## src/idf_pkg.sv

```systemverilog
// shared types, constants and helpers of the info frame deframer
package idf_pkg;

	// register indexes on the configuration port
	localparam logic [2:0] REG_FLAG       = 3'd0;
	localparam logic [2:0] REG_ESCAPE     = 3'd1;
	localparam logic [2:0] REG_ESC_SECOND = 3'd2;
	localparam logic [2:0] REG_ESC_THIRD  = 3'd3;
	localparam logic [2:0] REG_ADDRESS    = 3'd4;
	localparam logic [2:0] REG_CTRL_ZERO  = 3'd5;
	localparam logic [2:0] REG_CTRL_ONE   = 3'd6;

	// register reset values
	localparam logic [7:0] RST_FLAG       = 8'd126;
	localparam logic [7:0] RST_ESCAPE     = 8'd125;
	localparam logic [7:0] RST_ESC_SECOND = 8'd94;
	localparam logic [7:0] RST_ESC_THIRD  = 8'd93;
	localparam logic [7:0] RST_ADDRESS    = 8'd3;
	localparam logic [7:0] RST_CTRL_ZERO  = 8'd0;
	localparam logic [7:0] RST_CTRL_ONE   = 8'd64;

	localparam logic [11:0] LEN_MAX = 12'hFFF;

	typedef enum logic [1:0] {
		KIND_PAYLOAD = 2'd0,
		KIND_GOOD    = 2'd1,
		KIND_BAD     = 2'd2
	} idf_kind_t;

	// one queue entry: all results caused by one received byte
	// the second result, when present, is always a payload byte
	typedef struct packed {
		logic       two;
		idf_kind_t  kind;
		logic [7:0] byte0;
		logic [11:0] len;
		logic       fseq;
		logic       aseq;
		logic [7:0] byte1;
	} idf_entry_t;

	// one output beat
	typedef struct packed {
		idf_kind_t  kind;
		logic [7:0] pbyte;
		logic [11:0] len;
		logic       fseq;
		logic       aseq;
		logic       last;
	} idf_beat_t;

	// saturating length increment
	function automatic logic [11:0] sat_inc(input logic [11:0] c);
		return (c == LEN_MAX) ? c : c + 12'd1;
	endfunction

endpackage

```

## src/idf_front.sv

```systemverilog
// front end: configuration registers, frame parser and byte destuffing
module idf_front import idf_pkg::*; (
	input  logic       clk,
	input  logic       arst_n,
	input  logic       cfg_valid,
	input  logic [2:0] cfg_index,
	input  logic [7:0] cfg_data,
	input  logic       in_valid,
	input  logic [7:0] in_byte,
	input  logic       q_full,
	output logic       in_ready,
	output logic       q_push,
	output idf_entry_t q_entry
);

	typedef enum logic [6:0] {
		ST_HUNT = 7'b0000001,
		ST_FLAG = 7'b0000010,
		ST_ADDR = 7'b0000100,
		ST_CTRL = 7'b0001000,
		ST_DATA = 7'b0010000,
		ST_ESC1 = 7'b0100000,
		ST_ESC2 = 7'b1000000
	} idf_state_t;

	logic [7:0] flag_q, esc_q, esc2_q, esc3_q, addr_q, ctrl0_q, ctrl1_q;
	idf_state_t state_q, state_n;
	logic        cseq_q, cseq_n;
	logic        hv_q, hv_n;
	logic [7:0]  hb_q, hb_n;
	logic [7:0]  xor_q, xor_n;
	logic [11:0] cnt_q, cnt_n;
	logic        eseq_q, eseq_n;
	logic        push;
	idf_entry_t  ent;
	logic        good;
	logic        acc;

	assign in_ready = !q_full;
	assign acc      = in_valid && in_ready;
	assign q_push   = acc && push;
	assign q_entry  = ent;
	assign good     = hv_q && (hb_q == xor_q);

	// configuration registers
	always_ff @(posedge clk or negedge arst_n) begin
		if (!arst_n) begin
			flag_q  <= RST_FLAG;
			esc_q   <= RST_ESCAPE;
			esc2_q  <= RST_ESC_SECOND;
			esc3_q  <= RST_ESC_THIRD;
			addr_q  <= RST_ADDRESS;
			ctrl0_q <= RST_CTRL_ZERO;
			ctrl1_q <= RST_CTRL_ONE;
		end else if (cfg_valid) begin
			unique case (cfg_index)
				REG_FLAG:       flag_q  <= cfg_data;
				REG_ESCAPE:     esc_q   <= cfg_data;
				REG_ESC_SECOND: esc2_q  <= cfg_data;
				REG_ESC_THIRD:  esc3_q  <= cfg_data;
				REG_ADDRESS:    addr_q  <= cfg_data;
				REG_CTRL_ZERO:  ctrl0_q <= cfg_data;
				REG_CTRL_ONE:   ctrl1_q <= cfg_data;
				default: ;
			endcase
		end
	end

	// parser next state and queue entry
	always_comb begin
		state_n = state_q;
		cseq_n  = cseq_q;
		hv_n    = hv_q;
		hb_n    = hb_q;
		xor_n   = xor_q;
		cnt_n   = cnt_q;
		eseq_n  = eseq_q;
		push    = 1'b0;
		ent     = '0;
		ent.kind = KIND_PAYLOAD;
		unique case (state_q)
			ST_HUNT: begin
				if (in_byte == flag_q) state_n = ST_FLAG;
			end
			ST_FLAG: begin
				if (in_byte == addr_q) state_n = ST_ADDR;
				else if (in_byte != flag_q) state_n = ST_HUNT;
			end
			ST_ADDR: begin
				if (in_byte == ctrl0_q || in_byte == ctrl1_q) begin
					cseq_n  = (in_byte != ctrl0_q);
					state_n = ST_CTRL;
				end else if (in_byte == flag_q) begin
					state_n = ST_FLAG;
				end else begin
					state_n = ST_HUNT;
				end
			end
			ST_CTRL: begin
				if (in_byte == (addr_q ^ (cseq_q ? ctrl1_q : ctrl0_q))) begin
					state_n = ST_DATA;
					hv_n    = 1'b0;
					hb_n    = '0;
					xor_n   = '0;
					cnt_n   = '0;
				end else if (in_byte == flag_q) begin
					state_n = ST_FLAG;
				end else begin
					state_n = ST_HUNT;
				end
			end
			ST_DATA: begin
				if (in_byte == esc_q) begin
					state_n = ST_ESC1;
				end else if (in_byte == flag_q) begin
					// closing flag: frame end report
					push      = 1'b1;
					eseq_n    = eseq_q ^ good;
					ent.kind  = good ? KIND_GOOD : KIND_BAD;
					ent.len   = hv_q ? cnt_q : '0;
					ent.fseq  = cseq_q;
					ent.aseq  = eseq_q ^ good;
					state_n   = ST_HUNT;
				end else begin
					// single decoded byte
					push      = hv_q;
					ent.byte0 = hb_q;
					if (hv_q) begin
						xor_n = xor_q ^ hb_q;
						cnt_n = sat_inc(cnt_q);
					end
					hb_n = in_byte;
					hv_n = 1'b1;
				end
			end
			ST_ESC1: begin
				if (in_byte == esc2_q) begin
					state_n = ST_ESC2;
				end else begin
					// escape byte then this byte
					push = 1'b1;
					if (hv_q) begin
						ent.two   = 1'b1;
						ent.byte0 = hb_q;
						ent.byte1 = esc_q;
						xor_n     = xor_q ^ hb_q ^ esc_q;
						cnt_n     = sat_inc(sat_inc(cnt_q));
					end else begin
						ent.byte0 = esc_q;
						xor_n     = xor_q ^ esc_q;
						cnt_n     = sat_inc(cnt_q);
					end
					hb_n    = in_byte;
					hv_n    = 1'b1;
					state_n = ST_DATA;
				end
			end
			ST_ESC2: begin
				state_n = ST_DATA;
				if (in_byte == esc3_q || in_byte == esc_q) begin
					// escaped flag, or escaped escape that opens a new escape
					push      = hv_q;
					ent.byte0 = hb_q;
					if (hv_q) begin
						xor_n = xor_q ^ hb_q;
						cnt_n = sat_inc(cnt_q);
					end
					hv_n = 1'b1;
					if (in_byte == esc3_q) begin
						hb_n = flag_q;
					end else begin
						hb_n    = esc_q;
						state_n = ST_ESC1;
					end
				end else begin
					push = 1'b1;
					if (hv_q) begin
						ent.two   = 1'b1;
						ent.byte0 = hb_q;
						ent.byte1 = esc_q;
						xor_n     = xor_q ^ hb_q ^ esc_q;
						cnt_n     = sat_inc(sat_inc(cnt_q));
					end else begin
						ent.byte0 = esc_q;
						xor_n     = xor_q ^ esc_q;
						cnt_n     = sat_inc(cnt_q);
					end
					hb_n = in_byte;
					hv_n = 1'b1;
				end
			end
			default: state_n = ST_HUNT;
		endcase
	end

	// parser state registers
	always_ff @(posedge clk or negedge arst_n) begin
		if (!arst_n) begin
			state_q <= ST_HUNT;
			cseq_q  <= 1'b0;
			hv_q    <= 1'b0;
			hb_q    <= '0;
			xor_q   <= '0;
			cnt_q   <= '0;
			eseq_q  <= 1'b0;
		end else if (acc) begin
			state_q <= state_n;
			cseq_q  <= cseq_n;
			hv_q    <= hv_n;
			hb_q    <= hb_n;
			xor_q   <= xor_n;
			cnt_q   <= cnt_n;
			eseq_q  <= eseq_n;
		end
	end

endmodule

```

## src/idf_queue.sv

```systemverilog
// short queue of result entries between front and back
module idf_queue import idf_pkg::*; #(
	parameter int DEPTH = 4
) (
	input  logic       clk,
	input  logic       arst_n,
	input  logic       push,
	input  idf_entry_t push_data,
	input  logic       pop,
	output idf_entry_t pop_data,
	output logic       full,
	output logic       empty
);

	localparam int PW = (DEPTH > 1) ? $clog2(DEPTH) : 1;
	localparam int CW = $clog2(DEPTH + 1);

	idf_entry_t    mem_q [DEPTH];
	logic [PW-1:0] wr_q, rd_q;
	logic [CW-1:0] cnt_q;
	logic          do_push, do_pop;

	assign full     = (cnt_q == CW'(DEPTH));
	assign empty    = (cnt_q == '0);
	assign do_push  = push && !full;
	assign do_pop   = pop && !empty;
	assign pop_data = mem_q[rd_q];

	// entry storage
	always_ff @(posedge clk) begin
		if (do_push) mem_q[wr_q] <= push_data;
	end

	// pointers and fill count
	always_ff @(posedge clk or negedge arst_n) begin
		if (!arst_n) begin
			wr_q  <= '0;
			rd_q  <= '0;
			cnt_q <= '0;
		end else begin
			if (do_push) wr_q <= (wr_q == PW'(DEPTH - 1)) ? '0 : wr_q + PW'(1);
			if (do_pop)  rd_q <= (rd_q == PW'(DEPTH - 1)) ? '0 : rd_q + PW'(1);
			if (do_push && !do_pop)      cnt_q <= cnt_q + CW'(1);
			else if (do_pop && !do_push) cnt_q <= cnt_q - CW'(1);
		end
	end

endmodule

```

## src/idf_back.sv

```systemverilog
// back end: splits queue entries into output beats behind an output register
module idf_back import idf_pkg::*; (
	input  logic       clk,
	input  logic       arst_n,
	input  idf_entry_t q_data,
	input  logic       q_empty,
	output logic       q_pop,
	input  logic       out_ready,
	output logic       out_valid,
	output idf_beat_t  out_beat
);

	logic       valid_q;
	idf_beat_t  beat_q;
	logic       pend_q;
	logic [7:0] pend_byte_q;
	logic       adv;

	assign adv       = !valid_q || out_ready;
	assign q_pop     = adv && !pend_q && !q_empty;
	assign out_valid = valid_q;
	assign out_beat  = beat_q;

	// output control
	always_ff @(posedge clk or negedge arst_n) begin
		if (!arst_n) begin
			valid_q <= 1'b0;
			pend_q  <= 1'b0;
		end else if (adv) begin
			priority if (pend_q) begin
				valid_q <= 1'b1;
				pend_q  <= 1'b0;
			end else if (!q_empty) begin
				valid_q <= 1'b1;
				pend_q  <= q_data.two;
			end else begin
				valid_q <= 1'b0;
			end
		end
	end

	// output payload
	always_ff @(posedge clk) begin
		if (adv) begin
			priority if (pend_q) begin
				beat_q.kind  <= KIND_PAYLOAD;
				beat_q.pbyte <= pend_byte_q;
				beat_q.len   <= '0;
				beat_q.fseq  <= 1'b0;
				beat_q.aseq  <= 1'b0;
				beat_q.last  <= 1'b1;
			end else if (!q_empty) begin
				beat_q.kind  <= q_data.kind;
				beat_q.pbyte <= q_data.byte0;
				beat_q.len   <= q_data.len;
				beat_q.fseq  <= q_data.fseq;
				beat_q.aseq  <= q_data.aseq;
				beat_q.last  <= !q_data.two;
				pend_byte_q  <= q_data.byte1;
			end
		end
	end

endmodule

```

## src/info_frame_deframer_top.sv

```systemverilog
// top level of the information frame deframer
// Takes one received serial byte per request and reports destuffed payload
// bytes and frame end results (good or bad, length, frame and acknowledge
// sequence). A byte is accepted every cycle while the result queue has room;
// each byte yields zero, one or two output beats, and the output port moves
// one beat per cycle while the receiver is ready, so the sustained byte rate is
// set by the output port and drops where an escape pair decodes to two bytes.
// The first result of a byte reaches the output through the result queue,
// written when the byte is accepted, and then the output register.
module info_frame_deframer_top import idf_pkg::*; #(
	parameter int QUEUE_DEPTH = 4
) (
	input  logic        clk,
	input  logic        arst_n,
	input  logic        cfg_valid,
	output logic        cfg_ready,
	input  logic [2:0]  cfg_index,
	input  logic [7:0]  cfg_data,
	input  logic        s_tvalid,
	output logic        s_tready,
	input  logic [7:0]  s_tdata,   // rx_byte[7:0]
	output logic        m_tvalid,
	input  logic        m_tready,
	output logic [23:0] m_tdata,   // payload_byte[7:0], frame_length[19:8],
	                               // frame_seq[20], ack_seq[21], zero[23:22]
	output logic [1:0]  m_tuser,   // kind[1:0]
	output logic        m_tlast
);

	logic       q_push, q_pop, q_full, q_empty;
	idf_entry_t q_in, q_out;
	idf_beat_t  beat;

	assign cfg_ready = 1'b1;

	// parser and destuffing
	idf_front u_front (
		.clk       (clk),
		.arst_n    (arst_n),
		.cfg_valid (cfg_valid),
		.cfg_index (cfg_index),
		.cfg_data  (cfg_data),
		.in_valid  (s_tvalid),
		.in_byte   (s_tdata),
		.q_full    (q_full),
		.in_ready  (s_tready),
		.q_push    (q_push),
		.q_entry   (q_in)
	);

	// result queue
	idf_queue #(.DEPTH(QUEUE_DEPTH)) u_queue (
		.clk       (clk),
		.arst_n    (arst_n),
		.push      (q_push),
		.push_data (q_in),
		.pop       (q_pop),
		.pop_data  (q_out),
		.full      (q_full),
		.empty     (q_empty)
	);

	// beat output
	idf_back u_back (
		.clk       (clk),
		.arst_n    (arst_n),
		.q_data    (q_out),
		.q_empty   (q_empty),
		.q_pop     (q_pop),
		.out_ready (m_tready),
		.out_valid (m_tvalid),
		.out_beat  (beat)
	);

	// output packing
	assign m_tdata = {2'b00, beat.aseq, beat.fseq, beat.len, beat.pbyte};
	assign m_tuser = beat.kind;
	assign m_tlast = beat.last;

endmodule

```

## config.mk

```make
export PLATFORM = sky130hd
export DESIGN_NAME = info_frame_deframer_top
export DESIGN_NICKNAME = d
export VERILOG_FILES = /design/src/idf_pkg.sv /design/src/idf_front.sv /design/src/idf_queue.sv /design/src/idf_back.sv /design/src/info_frame_deframer_top.sv
export SDC_FILE = /design/constraint.sdc
export NUM_CORES = 1
export LEC_CHECK = 0
export BUFFER_PORTS_ARGS = -buffer_cell sky130_fd_sc_hd__buf_2
export CORE_MARGIN = 3
export CORE_UTILIZATION = 55
export DETAILED_ROUTE_END_ITERATION = 7
export PLACE_DENSITY = 0.81
export SLEW_MARGIN = 20
export SYNTH_ARGS = -nofsm -noshare
export SYNTH_HDL_FRONTEND = slang
export SYNTH_SLANG_ARGS = --single-unit
```

## constraint.sdc

```tcl
create_clock -name clk -period 5.8 [get_ports clk]
set_input_delay 1.74 -clock clk [delete_from_list [all_inputs] [get_ports clk]]
set_output_delay 1.74 -clock clk [all_outputs]
set_load 0.005 [all_outputs]
```

**Word-level counts from Yosys, hierarchy flattened**

Memory sizes are Yosys's and may differ from the RTL's.
Index checks and enable logic that the tools add are counted.

- Order comparisons: 0
- Reductions and logical operators: 36
- Add/sub/neg operators: 6
- Shift-type cells: 0
- Div/mod/pow operators: 0
- Mux-type cells: 79
- Multipliers: 0
- Bitwise operators: 8
- Equal/unequal tests: 37

Operator list:

| operator | number |
|---|---|
| two-way mux 8 bit | 20 |
| two-way mux 12 bit | 10 |
| equality test 8 bit | 9 |
| case mux 8 bit (4 select lines) | 2 |
| two-way mux 7 bit | 9 |
| case mux 7 bit (7 select lines) | 1 |
| case mux 12 bit (4 select lines) | 1 |
| bitwise XOR 8 bit | 4 |
| two-way mux 14 bit | 2 |
| two-way mux 25 bit | 1 |
| adder 12 x 1 -> 12 bit (second input constant) | 2 |
| equality test 12 bit (second input constant) | 2 |
| two-way mux 24 bit | 1 |
| case mux 8 bit (3 select lines) | 1 |
| two-way mux 23 bit | 1 |
| two-way mux 1 bit | 17 |
| inequality test 8 bit | 2 |
| case mux 8 bit (2 select lines) | 1 |
| AND reduction 2 bit | 8 |
| equality test 3 bit (second input constant) | 4 |
| two-way mux 2 bit | 6 |
| logical AND 1 bit | 9 |
| inequality test 2 bit (second input constant) | 4 |
| AND reduction 4 bit | 2 |
| other kinds (29) | 47 |

- Input port bits: 24
- Memory bits (read-only): 0
- Memories kept: 1
- Memory bits (writable): 132
- Flip-flop bits (word level): 136
- Latch bits: 0

Memory list:

| memory | words | bits a word | rd ports | clocked after Yosys merged registers in | write ports | line | RTL |
|---|---|---|---|---|---|---|---|
| u_queue.mem_q | 4 | 33 | 1 | 0 | 1 | idf_queue.sv:18 | `idf_entry_t mem_q [DEPTH];` |

**Logic depth before layout (Yosys ltp)**

Gate-level depths: netlist of the first run.

- Depth in word-level cells: 10
- Gate-level depth with buffers: 14
- Gate-level depth less buffers: 12

**By module**

Synthesis of the first run repeated with hierarchy kept, for this count alone.

- Cell total of the unflattened synthesis: 962
- Area, all modules: 13012.5 µm²

By module, submodules not included:

| module | times used | seq. area each (µm²) | area an instance (µm²) | cells each |
|---|---|---|---|---|
| idf_front | 1 | 2384.8 | 6456.2 | 676 |
| idf_queue | 1 | 4139.0 | 5206.2 | 210 |
| idf_back | 1 | 1041.0 | 1320.0 | 71 |
| info_frame_deframer_top | 1 | 0.0 | 30.0 | 5 |

**Worst setup path before layout of the first run**

OpenSTA, ideal clock, no wires.

- Kind: input port to flip-flop
- Start: input s_tdata[3]
- End: memory u_queue.mem_q[3][0] (netlist bit), enable pin
- Arrival time: 4025 ps
- Data required time: 5407 ps
- Stages: 8
- Setup time: 393 ps
- Path slack: 1382 ps
- Cells stage by stage: buf_2 -> xnor2_1 -> nand4_1 -> or2_2 -> nor3_1 -> o22ai_1 -> a21oi_2 -> and2_1

- Cells in the longest elaborated chain, start to end: 8
- Elaborated cells on any way between the ends: 14

Ends and longest elaborated chain:

| element | line | RTL |
|---|---|---|
| from (decl) | info_frame_deframer_top.sv:21 | `input logic [7:0] s_tdata,` |
| equality test 8 bit, on equally long branches | idf_front.sv:115, idf_front.sv:113, idf_front.sv:160 |  |
| two-way mux 1 bit or logical OR 1 bit (tied branches) | idf_front.sv:115, idf_front.sv:160 |  |
| two-way mux 1 bit, on equally long branches | idf_front.sv:113, idf_front.sv:160 |  |
| case mux 1 bit (3 select lines) * | idf_front.sv:81 | `unique case (state_q)` |
| logical AND 1 bit * | idf_front.sv:41 | `assign q_push = acc && push;` |
| logical AND 1 bit * | idf_queue.sv:25 | `assign do_push = push && !full;` |
| named net u_queue.do_push | idf_queue.sv:21 | `logic do_push, do_pop;` |
| two-way mux 1 bit * | idf_queue.sv:31 | `if (do_push) mem_q[wr_q] <= push_data;` |
| two-way mux 1 bit (not written as such) * | idf_queue.sv:31 |  |
| to (decl) | idf_queue.sv:18 |  |

The timed path passes the listed nets; every way through them passes the cells marked *.

**Final worst setup path of the first run**

- Start: input s_tdata[5]
- End: register u_queue.cnt_q[2]

- Cells in the longest elaborated chain, start to end: 9
- Elaborated cells on any way between the ends: 17

Ends and longest elaborated chain:

| element | line | RTL |
|---|---|---|
| equality test 8 bit, on equally long branches | idf_front.sv:115, idf_front.sv:113, idf_front.sv:160 |  |
| two-way mux 1 bit or logical OR 1 bit (tied branches) | idf_front.sv:115, idf_front.sv:160 |  |
| two-way mux 1 bit, on equally long branches | idf_front.sv:113, idf_front.sv:160 |  |
| case mux 1 bit (3 select lines) * | idf_front.sv:81 |  |
| logical AND 1 bit * | idf_front.sv:41 |  |
| logical AND 1 bit * | idf_queue.sv:25 |  |
| named net u_queue.do_push | idf_queue.sv:21 |  |
| logical NOT 1 bit | idf_queue.sv:44 | `else if (do_pop && !do_push) cnt_q <= cnt_q - CW'(1);` |
| logical AND 1 bit | idf_queue.sv:44 |  |
| nonzero test 2 bit (no line) | - |  |
| to (signal assigned) | idf_queue.sv:43 | `if (do_push && !do_pop) cnt_q <= cnt_q + CW'(1);` |
| to (signal assigned) | idf_queue.sv:44 |  |
| to (decl) | idf_queue.sv:20 | `logic [CW-1:0] cnt_q;` |

Marks and branches as above.
A chain may end at the register's enable or synchronous reset.

==> metrics.md, run 1 <==
| Metric | Value |
|---|---|
| Result of the run | complete, no violations |
| Antenna diode count | 0 |
| Highest clock frequency the design can meet | 234 MHz |
| Area fraction of the dominant cell type after synthesis | 38.0% |
| Gate power share | 16.6% |
| Leading cell types by total area after synthesis | sky130_fd_sc_hd__edfxtp_1 38%, sky130_fd_sc_hd__dfrtp_1 15%, sky130_fd_sc_hd__mux2_2 6.1%, sky130_fd_sc_hd__mux4_2 5.7%, sky130_fd_sc_hd__dfstp_2 5.2% |
| Synthesized area | 13100 um2 |
| Final net count | 1044 |
| Met2 global-route usage | around a third |
| Number of buffers created by CTS | 27 |
| Number of cells upsized or downsized after cts | 0 |
| Die boundary height | 160 um |
| Area of the core | 23000 um2 |
| Final critical-path setup slack | ~1500 ps |
| Wire length reported by the detailed router | 27600 um |
| Cell accounting for the most synthesized area | sky130_fd_sc_hd__edfxtp_1 |
| P per Cell Area | 346 nW/um2 |
| Count of standard-cell rows | 55 |
| Endpoint kind of the worst setup timing path | flop |
| Category of the worst setup path launch point | input pin |
| Final HPWL from detailed placement | around 18000 um |
| Data required time of the worst path | 6250 ps |
| Reported net switching power | 0.00131 W |
| Vias post-DR | just over 8000 |
| Maximum number of buffers from clock root to sink | 3 |
| Met3 Track Usage GR | 3.14% |
| Fraction of final layout cells sized beyond drive strength 1 | 25.9% |
| Number of buffers added to fix hold violations after cts | 0 |
| Post-CTS clock slew at the launch and capture registers of the worst setup and hold paths | 60 ps |
| Iter 0 DRT Violations | 550 |
| Leakage power of the design | just over 5 nW |
| Vias in the first global route | 7993 |
| Sequential group share of total power | 48.6% |
| Global-route wire length before repair | around 44000 um |
| Count of flip-flops with a built-in enable after synthesis | 165 |
| Setup fix buffers added after clock tree synthesis | 0 |
| Top-level I/O count | 54 |
| Maximum fanout count along the critical path | 12 |
| Die Footprint | 25600 um2 |
| Yosys warning total | 0 |
| Area growth, synth to finish | 10.8% |
| Kind of path behind the tightest hold check | reg -> reg |
| Htree depth | 1 |
| Worst-margin pin slew | about 1100 ps |
| Relative max-transition margin | 28.1% |
| Portion of the post-synthesis area used by sequential elements | 58.0% |
| Share of flip-flops with an asynchronous set or reset | 38.4% |
| Avg Vias per Cell | approximately 6.0 |
| Layout Skew | between 10 and 15 ps |
| Worst Hold Slack | 509 ps |
| Maximum number of pins on one net before global-route repair | 76 |
| Internal power contribution | 0.00370 W |
| Slew Viols, Final | 0 |
| GR Layer Usage met1 | 30.1% |
| Number of iterations in the first detailed-routing pass | 5 |
| Total GRT Usage | 21.2% |
| Per-instance average area after synthesis | 13.4 um2 |
| GRT busiest layer | met2 |
| Clock network fraction of total power | 34.8% |
| Starting density of the core | 56.8% |
| Count of endpoints failing setup in the final report | 0 |
| Count of endpoints failing hold in the final timing report | 0 |
| Fin crit share | 73.8% |
| Horizontal extent of the die | approximately 160 um |
| Category of the critical setup timing path | in -> reg |
| Distinct cell type count of the synthesized netlist | 80 |
| Post-place setup slack | 1030 ps |
| Post-synthesis instance total | 973 |
| Number of sinks handled by clock tree synthesis | ~270 |
| Weighted congestion at the end of routability-driven global placement | 0.897 |
| Maximum resistive drop on vdd | 0.000293 V |
| Flop and latch count out of synthesis | 268 |
| Root buffer selected by CTS | sky130_fd_sc_hd__clkbuf_16 |
| Detail Route Antenna Nets | 0 |
| Unrepaired setup endpoints after global routing | no |
| Period minus WS final | 4280 ps |
| Clock tree from TritonCTS | yes |
| DRC violation count after routing | 0 |
| Data arrival, critical path | ~4700 ps |
| Clock Latency Late Sink | between 500 and 600 ps |
| Sum of negative setup slack | 0 ps |
| Switching Share | 26.2% |
| DR WL/cell | 20.5 um |
| Number of maximum-capacitance constraint violations | 0 |
| Global-route congestion overflow total | 0 |
| Total Power Consumption | about 0.0050 W |
| Antenna violations before repair | 0 |
| Port-buffer cells | 50 |
| Most instantiated flip-flop cell in the synthesis netlist | sky130_fd_sc_hd__edfxtp_1 |
## power by group through the flow
| stage | logic [W] | registers (W) | clock network (W) |
|---|---|---|---|
| CTS | 0.000843 | 0.00244 | 0.00177 |
| global route | 0.000911 | 0.00246 | 0.00185 |
| floorplan | 0.000644 | 0.00240 | 0 |
| detailed placement | 0.000837 | 0.00247 | 0 |
| finish | 0.000830 | 0.00244 | 0.00174 |
| global placement | 0.000822 | 0.00247 | 0 |
## worst paths after layout
kind / depth (start not counted) / startpoint / slack, ps / endpoint
worst min register to register: 1 / u_front.eseq_q / 510 / u_front.eseq_q
max in group asynchronous: 2 / arst_n / 3400 / u_front.esc2_q[4]
min in group asynchronous: 1 / arst_n / 1380 / u_front.esc3_q[5]
worst max-delay path: 14 / s_tdata[5] / 1520 / u_queue.cnt_q[2]
worst min-delay path: 1 / u_front.eseq_q / 510 / u_front.eseq_q
worst max register to register: 14 / u_front.state_q[1] / 2080 / u_queue.cnt_q[2]
## final cells by class
type	count	area [um2]
clock buffer	35	768
clock inverter	15	139
fill	1725	8510
inverter	13	48.8
multi-input combinational	631	5150
sequential	268	7570
tap	313	392
timing repair buffer	70	403
## cell families (layout without fill, tap and decap cells)
group | Yosys count | count (layout) | share of synthesized area (%)
mux | 122 | 122 | 13.2
fa+ha+maj | 9 | 9 | 0.920
xor+xnor | 94 | 94 | 6.31
compound gates | 146 | 146 | 8.21
other cells | 2 | 3 | 0.0575
buf+inv | 75 | 133 | 2.66
simple gates | 257 | 257 | 10.7
flops | 268 | 268 | 58.0
## per-stage QoR
stage	utilization (%)	cells	cell area (um2)
4_1_cts	62.9	1345	14500
2_1_floorplan	-	974	13100
3_5_place_dp	59.0	1295	13600
5_1_grt	63.0	1345	14500
6_report	63.0	1345	14500
3_3_place_gp	59.0	1295	13600
## worst max-delay path, cell delays in order
cell	delay, ps
sky130_fd_sc_hd__buf_2	240
sky130_fd_sc_hd__xnor2_1	150
sky130_fd_sc_hd__nand4_1	140
sky130_fd_sc_hd__or2_2	380
sky130_fd_sc_hd__nor3_1	250
sky130_fd_sc_hd__buf_4	220
sky130_fd_sc_hd__o22ai_1	100
sky130_fd_sc_hd__a21oi_2	320
sky130_fd_sc_hd__ha_1	240
sky130_fd_sc_hd__inv_1	70
sky130_fd_sc_hd__fa_1	430
sky130_fd_sc_hd__xor2_1	170
sky130_fd_sc_hd__nor2_1	110
sky130_fd_sc_hd__xor2_1	170
## cell usage in the layout (no fill, tap or decap), types with 4 or more instances in the layout
cell type | netlist | final
sky130_fd_sc_hd__o21a_1 | 4 | 4
sky130_fd_sc_hd__nand2b_1 | 4 | 4
sky130_fd_sc_hd__nand2_1 | 59 | 59
sky130_fd_sc_hd__o211ai_1 | 11 | 11
sky130_fd_sc_hd__nand4b_1 | 4 | 4
sky130_fd_sc_hd__clkinv_2 | 0 | 5
sky130_fd_sc_hd__a31oi_1 | 7 | 7
sky130_fd_sc_hd__mux2_2 | 71 | 71
sky130_fd_sc_hd__nor2_1 | 46 | 45
sky130_fd_sc_hd__edfxtp_1 | 165 | 165
sky130_fd_sc_hd__nor2b_1 | 25 | 25
sky130_fd_sc_hd__buf_2 | 10 | 49
sky130_fd_sc_hd__a21boi_0 | 8 | 8
sky130_fd_sc_hd__xnor2_1 | 56 | 56
sky130_fd_sc_hd__nand4_1 | 16 | 16
sky130_fd_sc_hd__dfrtp_1 | 77 | 76
sky130_fd_sc_hd__and2_1 | 17 | 17
sky130_fd_sc_hd__nor3_1 | 13 | 12
sky130_fd_sc_hd__a21oi_1 | 17 | 17
sky130_fd_sc_hd__clkbuf_16 | 0 | 28
sky130_fd_sc_hd__o21ai_0 | 34 | 34
sky130_fd_sc_hd__o31ai_1 | 4 | 4
sky130_fd_sc_hd__a22o_1 | 10 | 10
sky130_fd_sc_hd__dfstp_2 | 26 | 26
sky130_fd_sc_hd__and3_1 | 14 | 14
sky130_fd_sc_hd__buf_4 | 9 | 21
sky130_fd_sc_hd__mux4_2 | 33 | 33
sky130_fd_sc_hd__ha_1 | 8 | 8
sky130_fd_sc_hd__inv_1 | 13 | 13
sky130_fd_sc_hd__nand3b_1 | 7 | 7
sky130_fd_sc_hd__a221oi_1 | 10 | 10
sky130_fd_sc_hd__nand3_1 | 15 | 15
sky130_fd_sc_hd__xor2_1 | 38 | 38
sky130_fd_sc_hd__clkbuf_8 | 0 | 4
sky130_fd_sc_hd__a221o_1 | 5 | 5
sky130_fd_sc_hd__nor4_1 | 14 | 14
sky130_fd_sc_hd__mux2i_1 | 16 | 16
## Yosys cell counts, types with 4 or more instances
master / n
sky130_fd_sc_hd__edfxtp_1: 165
sky130_fd_sc_hd__dfrtp_1: 77
sky130_fd_sc_hd__mux2_2: 71
sky130_fd_sc_hd__nand2_1: 59
sky130_fd_sc_hd__xnor2_1: 56
sky130_fd_sc_hd__nor2_1: 46
sky130_fd_sc_hd__clkbuf_1: 38
sky130_fd_sc_hd__xor2_1: 38
sky130_fd_sc_hd__o21ai_0: 34
sky130_fd_sc_hd__mux4_2: 33
sky130_fd_sc_hd__dfstp_2: 26
sky130_fd_sc_hd__nor2b_1: 25
sky130_fd_sc_hd__a21oi_1: 17
sky130_fd_sc_hd__and2_1: 17
sky130_fd_sc_hd__mux2i_1: 16
sky130_fd_sc_hd__nand4_1: 16
sky130_fd_sc_hd__nand3_1: 15
sky130_fd_sc_hd__and3_1: 14
sky130_fd_sc_hd__nor4_1: 14
sky130_fd_sc_hd__inv_1: 13
sky130_fd_sc_hd__nor3_1: 13
sky130_fd_sc_hd__o211ai_1: 11
sky130_fd_sc_hd__a221oi_1: 10
sky130_fd_sc_hd__a22o_1: 10
sky130_fd_sc_hd__buf_2: 10
sky130_fd_sc_hd__buf_4: 9
sky130_fd_sc_hd__a21boi_0: 8
sky130_fd_sc_hd__ha_1: 8
sky130_fd_sc_hd__a31oi_1: 7
sky130_fd_sc_hd__nand3b_1: 7
sky130_fd_sc_hd__a221o_1: 5
sky130_fd_sc_hd__nand2b_1: 4
sky130_fd_sc_hd__nand4b_1: 4
sky130_fd_sc_hd__o21a_1: 4
sky130_fd_sc_hd__o31ai_1: 4
## routing by layer
metal / part of all wire (%) / vias up / wire [um]
li1: - / 3746 / -
met5: 0 / - / 0
met4: 2.0 / 0 / 550
met3: 6.2 / 44 / 1720
met2: 48 / 276 / 13300
met1: 44 / 4033 / 12000
## registers in the layout, summed over array words and instances, names as in the netlist, 2 cells and up
signal	flops
u_queue.rd_q	2
u_front.esc_q	8
u_front.cnt_q	12
u_queue.mem_q	132
u_front.esc2_q	8
u_front.xor_q	8
u_front.ctrl1_q	8
u_back.out_beat	25
u_front.flag_q	8
u_front.state_q	7
u_queue.cnt_q	3
u_front.ctrl0_q	8
u_front.esc3_q	8
u_queue.wr_q	2
u_front.hb_q	8
u_back.pend_byte_q	8
u_front.addr_q	8
Note: power is estimated with default switching activity, not from simulation.
==> run 2, diff against run 1 <==
clock period = 3.95 ns   (was 5.8 ns; I/O delays follow)
==> run 2 against run 1 <==
Sequential share of layout area shrank 0.68 points. Clock-buffer cell count grew 4. Die area unchanged. Worst setup slack got worse by 980 ps. Non-clock buffer count up 23. Final area grew 1.3%. Final cell count up 1.6%. Total power is 49% higher. Wire length up 4.9%. Worst hold slack got worse by 19 ps. Critical path type is now reg -> reg.
==> metrics.md, run 2 (synthesized netlist as in run 1, its figures left out) <==
| Metric | Value |
|---|---|
| Worst path max stage delay | 620 ps |
| Final critical-path setup slack | 547 ps |
| Avg Vias per Cell | just over 6 |
| Number of sinks handled by clock tree synthesis | between 200 and 300 |
| Period minus WS final | 3400 ps |
| Antenna diode count | 0 |
| Area of the core | between 20000 and 25000 um2 |
| Area growth, synth to finish | 12.3% |
| Final HPWL from detailed placement | 19600 um |
| Number of buffers created by CTS | 27 |
| Category of the critical setup timing path | reg -> reg |
| Iter 0 DRT Violations | around 700 |
| DR WL/cell | approximately 21 um |
| Starting density of the core | 56.8% |
| End of the worst register-to-register path | u_queue.cnt_q[2] |
| Register-to-register setup slack | 550 ps |
| Setup fix buffers added after clock tree synthesis | 0 |
| P per Cell Area | 509 nW/um2 |
| Data arrival, critical path | 3840 ps |
| Highest clock frequency the design can meet | 294 MHz |
| Die boundary height | 160 um |
| Clock tree from TritonCTS | yes |
| Htree depth | 1 |
| Maximum number of pins on one net before global-route repair | 56 |
| Root buffer selected by CTS | sky130_fd_sc_hd__clkbuf_16 |
| Clock Latency Late Sink | 530 ps |
| Detail Route Antenna Nets | 0 |
| Maximum fanout count along the critical path | 8 |
| DRC violation count after routing | 0 |
| Largest Register | u_queue.mem_q |
| Number of buffers added to fix hold violations after cts | 0 |
| Weighted congestion at the end of routability-driven global placement | slightly above 0.9 |
| Count of endpoints failing setup in the final report | 0 |
| Sequential cell area | ~7600 um2 |
| Kind of path behind the tightest hold check | reg -> reg |
| Number of maximum-capacitance constraint violations | 0 |
| Maximum number of buffers from clock root to sink | 3 |
| Highest-count cells in the layout ignoring fill and taps | 165 x sky130_fd_sc_hd__edfxtp_1, 76 x sky130_fd_sc_hd__dfrtp_1, 71 x sky130_fd_sc_hd__mux2_2 |
| Count of standard-cell rows | 55 |
| Worst Hold Slack | 489 ps |
| Top-level I/O count | 54 |
| Worst-margin pin slew | 722 ps |
| Commonest non-fill, non-tap cell in the layout | sky130_fd_sc_hd__edfxtp_1 |
| Post-place setup slack | 85.6 ps |
| Antenna violations before repair | 0 |
| Slew Viols, Final | 0 |
| Category of the worst setup path launch point | flop |
| Number of fillers in the final layout | between 1500 and 2000 |
| Result of the run | complete, no violations |
| Number of cells upsized or downsized after cts | 0 |
| Leakage power of the design | between 5 and 6 nW |
| Beginning of the critical path | u_front.state_q[1] |
| Final net count | 1067 |
| Post-CTS clock slew at the launch and capture registers of the worst setup and hold paths | 60 ps |
| Layout Skew | 12.2 ps |
| Port-buffer cells | 50 |
| Horizontal extent of the die | 160 um |
| Critical path, cell by cell | or4_4 > nor2_1 > nand3b_1 > nor3_1 > o22ai_1 > a21oi_2 > ha_1 > inv_1 > fa_1 > xor2_1 > nor2_1 > xor2_1 |
| Global-route wire length before repair | 46400 um |
| Area of the multi-input gates | 5150 um2 |
| Vias in the first global route | 8299 |
| Fin crit share | 86.2% |
| Termination of the worst setup path | u_queue.cnt_q[2] |
| Total Power Consumption | 0.00747 W |
| Utilization after layout | a little under two thirds |
| Reg2Reg Depth | 12 |
| Endpoint kind of the worst setup timing path | flop |
| Count of endpoints failing hold in the final timing report | 0 |
| Sum of negative setup slack | 0 ps |
| Maximum resistive drop on vdd | 0.000417 V |
| Global-route congestion overflow total | 0 |
| Relative max-transition margin | between 50% and 60% |
| Die Footprint | 25600 um2 |
| Fraction of final layout cells sized beyond drive strength 1 | 26.7% |
| Total GRT Usage | 22.6% |
| Data required time of the worst path | 4390 ps |
| Unrepaired setup endpoints after global routing | no |
| Wire length reported by the detailed router | approximately 29000 um |
| Vias post-DR | 8323 |
| Beginning of the worst register-to-register path | u_front.state_q[1] |
| Slowest CP cell | sky130_fd_sc_hd__or4_4 |
| Number of iterations in the first detailed-routing pass | 5 |
| Number of flip-flops in the largest register | 132 |
-- run 2: layout make-up --
| type | count | share of cell area [%] |
|---|---|---|
| Sequential cell | 268 | 51.6 |
| Clock inverter | 10 | 1.08 |
| Clock buffer | 39 | 5.19 |
| Timing Repair Buffer | 93 | 4.01 |
| Multi-Input combinational cell | 631 | 35.1 |
| Inverter | 13 | 0.333 |
| Tap cell | 313 | 2.67 |
-- run 2: critical path, delay by kind of cell (launching register included) --
family                     cells  cell delay [ps]
and+or+nand+nor                5             1490
adders and majority gates      2              630
DFF                            1              450
AOI/OAI and AO/OA              2              350
xor gates and xnor gates       2              330
buffers and inverters          1               70
-- run 2: worst min path at each step --
| stage | cells past startpoint | slack (ps) | startpoint | to |
|---|---|---|---|---|
| finish | 1 | 490 | u_front.eseq_q | u_front.eseq_q |
| floorplan | 1 | 460 | u_front.eseq_q | u_front.eseq_q |
| CTS | 1 | 490 | u_front.eseq_q | u_front.eseq_q |
| detailed placement | 1 | 480 | u_front.eseq_q | u_front.eseq_q |
| global placement | 1 | 480 | u_front.eseq_q | u_front.eseq_q |
| global route | 1 | 520 | u_front.eseq_q | u_front.eseq_q |
-- run 2: metal layers --
layer | GRT usage, % | vias up | share of wire, %
met4 | 5.64 | 0 | 2.6
met5 | 0 | - | 0
met2 | 38.9 | 317 | 50
met3 | 2.91 | 55 | 5.9
met1 | 30.8 | 4163 | 42
li1 | - | 3788 | -
-- run 2: where the power goes --
part	switching, W	leakage, nW	internal [W]
sequential	0.000317	2.69	0.00331
combinational	0.000585	2.06	0.000639
clock	0.00102	0.443	0.00160
-- run 2: stage by stage --
| stage | area, um2 | cells |
|---|---|---|
| finish | 14700 | 1367 |
| global route | 14700 | 1367 |
| CTS | 14700 | 1367 |
| detailed placement | 13700 | 1318 |
| global placement | 13700 | 1318 |
| floorplan | 13100 | 974 |
